==> src/hw/rtl/keyframe_vec3_interpolator_assert.svh <==
// Assertion macros shared by the interpolator modules.
`ifndef KEYFRAME_VEC3_INTERPOLATOR_ASSERT_SVH
`define KEYFRAME_VEC3_INTERPOLATOR_ASSERT_SVH

// An antecedent that must be followed by a consequent in the same cycle.
`define KVI_ASSERT_IMPL(label, clk, rst_n, ante, cons, msg) \
  label: assert property (@(posedge clk) disable iff (!rst_n) (ante) |-> (cons)) \
    else $error(msg);

// An antecedent that must be followed by a consequent in the next cycle.
`define KVI_ASSERT_NEXT(label, clk, rst_n, ante, cons, msg) \
  label: assert property (@(posedge clk) disable iff (!rst_n) (ante) |=> (cons)) \
    else $error(msg);

`endif

==> src/hw/rtl/kvi_pkg.sv <==
`timescale 1ns / 1ps
package kvi_pkg;

  localparam int unsigned MaxKeysDefault = 64;

  typedef enum logic [1:0] {
    CmdClear  = 2'd0,
    CmdAppend = 2'd1,
    CmdQuery  = 2'd2,
    CmdNone   = 2'd3
  } cmd_e;

  typedef enum logic [1:0] {
    StInterp  = 2'd0,
    StHeld    = 2'd1,
    StFewKeys = 2'd2,
    StZeroSpn = 2'd3
  } status_e;

  // Commands from the controller to the datapath.
  typedef struct packed {
    logic clear;
    logic append;
    logic load_query;
    logic rd_search;
    logic rd_pair;
    logic lat_pair;
    logic div_start;
    logic div_step;
    logic mul_start;
    logic mul_step;
    logic step_idx;
    logic idx_from_last;
    logic emit_zero;
    logic emit_held;
    logic emit_lo;
    logic emit_blend;
  } cmd_t;

  // Status from the datapath to the controller.
  typedef struct packed {
    logic few_keys;
    logic search_hit;
    logic search_end;
    logic span_bad;
    logic div_done;
    logic mul_done;
  } stat_t;

endpackage

==> src/hw/rtl/kvi_ctrl.sv <==
`timescale 1ns / 1ps
`include "keyframe_vec3_interpolator_assert.svh"
module kvi_ctrl (
  input  logic           clk_i,
  input  logic           rst_ni,
  input  logic           in_valid_i,
  output logic           in_ready_o,
  input  logic [1:0]     command_i,
  input  logic           out_busy_i,
  input  kvi_pkg::stat_t stat_i,
  output kvi_pkg::cmd_t  cmd_o
);
  typedef enum logic [3:0] {
    SIdle, SRead, SCheck, SLast, SLastOut, SPair, SPairLat, SDiv, SMul, SEmit
  } state_e;

  state_e state_q;
  logic   acc;

  assign in_ready_o = (state_q == SIdle) && !out_busy_i;
  assign acc        = in_valid_i && in_ready_o;

  always_comb begin
    cmd_o = '0;
    cmd_o.clear  = acc && (command_i == kvi_pkg::CmdClear);
    cmd_o.append = acc && (command_i == kvi_pkg::CmdAppend);
    cmd_o.load_query = acc && (command_i == kvi_pkg::CmdQuery);
    case (state_q)
      SCheck: begin
        cmd_o.rd_search = 1'b1;
        if (!stat_i.search_hit && stat_i.search_end) cmd_o.idx_from_last = 1'b1;
        else if (!stat_i.search_hit) cmd_o.step_idx = 1'b1;
      end
      SLastOut: cmd_o.emit_held = 1'b1;
      SPair:    cmd_o.rd_pair = 1'b1;
      SPairLat: begin
        cmd_o.lat_pair = 1'b1;
      end
      SDiv: begin
        if (stat_i.span_bad) cmd_o.emit_lo = 1'b1;
        else cmd_o.div_start = 1'b1;
      end
      SMul: begin
        if (!stat_i.div_done) cmd_o.div_step = 1'b1;
        else if (stat_i.mul_done) cmd_o.mul_start = 1'b1;
      end
      SEmit: begin
        if (stat_i.mul_done) cmd_o.emit_blend = 1'b1;
        else cmd_o.mul_step = 1'b1;
      end
      default: ;
    endcase
    if (acc && command_i == kvi_pkg::CmdQuery && stat_i.few_keys) begin
      cmd_o.emit_zero  = 1'b1;
      cmd_o.load_query = 1'b0;
    end
  end

  always_ff @(posedge clk_i or negedge rst_ni) begin
    if (!rst_ni) begin
      state_q <= SIdle;
    end else begin
      case (state_q)
        SIdle:  if (cmd_o.load_query) state_q <= SRead;
        SRead:  state_q <= SCheck;
        SCheck: begin
          if (stat_i.search_hit) state_q <= SPair;
          else if (stat_i.search_end) state_q <= SLast;
          else state_q <= SRead;
        end
        SLast:    state_q <= SLastOut;
        SLastOut: state_q <= SIdle;
        SPair:    state_q <= SPairLat;
        SPairLat: state_q <= SDiv;
        SDiv:     state_q <= stat_i.span_bad ? SIdle : SMul;
        SMul: begin
          if (stat_i.div_done && stat_i.mul_done) state_q <= SEmit;
        end
        SEmit: begin
          if (stat_i.mul_done) state_q <= SIdle;
        end
        default: state_q <= SIdle;
      endcase
    end
  end

  `KVI_ASSERT_IMPL(a_rdy, clk_i, rst_ni, in_ready_o, state_q == SIdle, "ready while busy")
  `KVI_ASSERT_NEXT(a_q, clk_i, rst_ni, cmd_o.load_query, state_q == SRead, "query lost")
endmodule

==> config.mk <==
export PLATFORM = sky130hd
export DESIGN_NAME = kvi_ctrl
export DESIGN_NICKNAME = d
export VERILOG_FILES = /design/src/hw/rtl/kvi_pkg.sv /design/src/hw/rtl/kvi_ctrl.sv
export VERILOG_INCLUDE_DIRS = /design/src /design/src/hw/rtl
export SDC_FILE = /design/constraint.sdc
export NUM_CORES = 1
export LEC_CHECK = 0
export BUFFER_PORTS_ARGS = -buffer_cell sky130_fd_sc_hd__buf_2
export CORE_AREA = 2 2 39 41
export CTS_CLUSTER_SIZE = 24
export DETAILED_ROUTE_END_ITERATION = 7
export DIE_AREA = 0 0 41 43
export GPL_TIMING_DRIVEN = 0
export PLACE_DENSITY = 0.63
export SLEW_MARGIN = 10
export SYNTH_ARGS = -nofsm -noshare
export SYNTH_HDL_FRONTEND = slang
export SYNTH_SLANG_ARGS = --single-unit
==> constraint.sdc <==
create_clock -name clk_i -period 2.1 [get_ports clk_i]
set_clock_uncertainty 0.05 [all_clocks]
set_input_delay 0.42 -clock clk_i [delete_from_list [all_inputs] [get_ports clk_i]]
set_output_delay 0.42 -clock clk_i [all_outputs]
set_load 0.1 [all_outputs]
==> metrics.yaml <==
grt:
  grt_max_degree: 11
  grt_pass1_vias: 524
  grt_usage: 0.192
  grt_antenna_before_repair: 0
  grt_pass1_wl_microns: 2270
  gr-total-overflow: 0
floorplanning:
  die-height_microns: 43
  start_util: 0.278
  rows: 14
  die_w_microns: 41
  dieArea_sq_mm: 0.00176
  core_area_sq_mm: 0.00138
  io-pin-count: 29
detailed_routing:
  drt_first_pass_iters: 3
  drt_iter0_markers: 2
  drt_wl_total_microns: 1290
  avgRoutedWirePerCell_microns: 11.9
  vias_per_cell: 4.95
  drc: 0
  drtAntennaViolNets: 0
  vias: 540
power_and_ir_drop:
  comb_power_share: 0.814
  power_switching_uw: 689
  p_leak_uw: 0.000421
  power.density_mw_per_mm2: 1290
  switching_share: 0.558
  pwr-share-clk: 0.081
  p_int_uw: 546
  ir_drop_mv: 0.555
  power.share.sequential: 0.105
sta:
  fmax_mhz: 434
  hold_viol_final: 0
  rsz0062_at_grt: "true"
  slew_viol_final: 0
  worst_pin_slew_ns: 0.451
  min_period_over_period: 1.10
  slew_headroom: 0.699
  min_period_ns: 2.30
  fin_ws_ns: -0.203
  finalSetupViolations: 5
outcome:
  violations: "negative setup slack"
  status: "complete, but fails checks"
cts:
  cts.sinks: 4
  numCtsBuffers: 3
  tritoncts: "yes"
  cts.clk_slew.worst_paths_ns: 0.04
  clock_latency_ns: 0.24
  h-tree-depth: 1
  root_buffer: "clkbuf_4"
  clockBufferDepth: 2
finish:
  layout_common_cells: "14 x buf_4, 11 x buf_2, 7 x nor4_4"
  fillCellCount: 124
  drive_above_1_share: 0.699
  fin_util: 0.693
  largest_register_ffs: 4
  regArea_sq_um: 101
  regMostFlops: "state_q"
  final_common_cell: "buf_4"
  multi_input_area_sq_um: 432
  final_nets: 107
  top_regs: "state_q: 4 flops"
  area_growth_pct: 149
  n_antenna_cell: 0
critical_path:
  cp_data_required_time_ns: 1.63
  worst-r2r-setup-slack_ns: 0.67
  crit_path_max_fanout: 5
  r2r_start: "state_q[1]"
  crit_path_end_kind: "output pin"
  path_class: "flop to output pin"
  start_kind: "flop"
  arrival_ns: 1.83
  r2r-end: "state_q[0]"
  reg2reg_depth: 5
synth:
  avgSynthCellArea_sq_um: 7.14
  yosys_warnings: 0
  syn_area_sq_um: 385
  syn_nets: 66
  synthCells: 54
  ys_ff_latch: 4
  synth_cell_types: 21
  seq_area_frac_synth: 0.260
placement:
  io_buffers: 28
  gp_congestion: 0.698
  hpwl_microns: 873
  place_ws_ns: -0.209
min_path:
  whs_endpoint: "state_q[3]"
  holdPathStages: 3
  min_path_type: "input pin to flop"
  min-delay-start: "stat_i[2]"
run:
  drv_cap: 0
## final cells by class
class / instances / share of cell area
Sequential cell: 4 / 0.106
Tap cell: 16 / 0.0209
Timing Repair Buffer: 38 / 0.351
Multi-Input combinational cell: 41 / 0.450
Buffer: 2 / 0.0300
Clock buffer: 3 / 0.0235
Inverter: 5 / 0.0196
## power groups by stage
stage	sequential [uW]	combinational, uW	clock (uW)
6_report	130	1010	100
5_1_grt	136	1060	110
2_1_floorplan	120	690	0
4_1_cts	126	988	102
3_5_place_dp	124	792	0
3_3_place_gp	122	792	0
## routing by layer
layer	track usage	vias to the layer above	part of all wire
met1	0.238	248	0.38
li1	-	274	-
met5	0	-	0
met3	0.0366	2	0.043
met2	0.306	16	0.56
met4	0.0800	0	0.014
## Yosys cell counts, drive strengths merged
master / n / share of area
or2b: 1 / 0.019
o21bai: 1 / 0.019
buf: 1 / 0.029
inv: 5 / 0.049
nand4b: 1 / 0.023
dfrtp: 4 / 0.26
o31ai: 1 / 0.019
or4: 1 / 0.029
nor3: 6 / 0.078
nor2b: 2 / 0.032
nand2: 2 / 0.019
a21oi: 3 / 0.039
and2: 1 / 0.016
a31o: 1 / 0.023
nand2b: 5 / 0.081
xnor2: 1 / 0.023
clkbuf: 3 / 0.029
a21o: 1 / 0.019
nor2: 5 / 0.049
nor4: 8 / 0.13
o21ai: 1 / 0.013
## timing repair
| action | CTS | global route |
|---|---|---|
| resized for setup | 34 | 7 |
| hold endpoints to repair | 4 | 0 |
| setup buffers | 7 | 2 |
| endpoints found under the setup margin | 15 | 14 |
| pin swaps | 2 | 5 |
| cloned | 0 | 0 |
| hold buffers | 1 | 0 |
## stage by stage
step / TNS, ns / power (uW) / hold slack (ns) / cells / area [sq um]
floorplan: -2.97 / 810 / 0.0744 / 54 / 567
global placement: -0.902 / 915 / 0.176 / 98 / 727
detailed placement: -0.939 / 916 / 0.179 / 98 / 727
CTS: -0.793 / 1220 / 0.452 / 108 / 936
global route: -1.18 / 1310 / 0.465 / 109 / 960
finish: -0.812 / 1240 / 0.453 / 109 / 960
## worst max-delay path, stage by stage (launching register included)
cell     delay (ns)
dfrtp_1        0.40
or4_4          0.61
nor4_4         0.31
buf_6          0.26
## worst max path at each step
stage / from / to / slack (ns)
3_3_place_gp: state_q[3] / cmd_o[13] / -0.21
2_1_floorplan: state_q[1] / cmd_o[13] / -0.55
3_5_place_dp: state_q[3] / cmd_o[13] / -0.21
6_report: state_q[0] / cmd_o[3] / -0.20
5_1_grt: state_q[1] / cmd_o[3] / -0.26
4_1_cts: state_q[1] / cmd_o[13] / -0.22
## kinds of logic (layout without fill, tap and decap cells)
| logic type | Yosys count | after routing | share of synthesized area |
|---|---|---|---|
| compound gates | 8 | 8 | 0.133 |
| xor+xnor | 1 | 1 | 0.0227 |
| buf+inv | 9 | 48 | 0.107 |
| flops | 4 | 4 | 0.260 |
| simple gates | 32 | 32 | 0.477 |
Power figures use the tool's default switching activity.
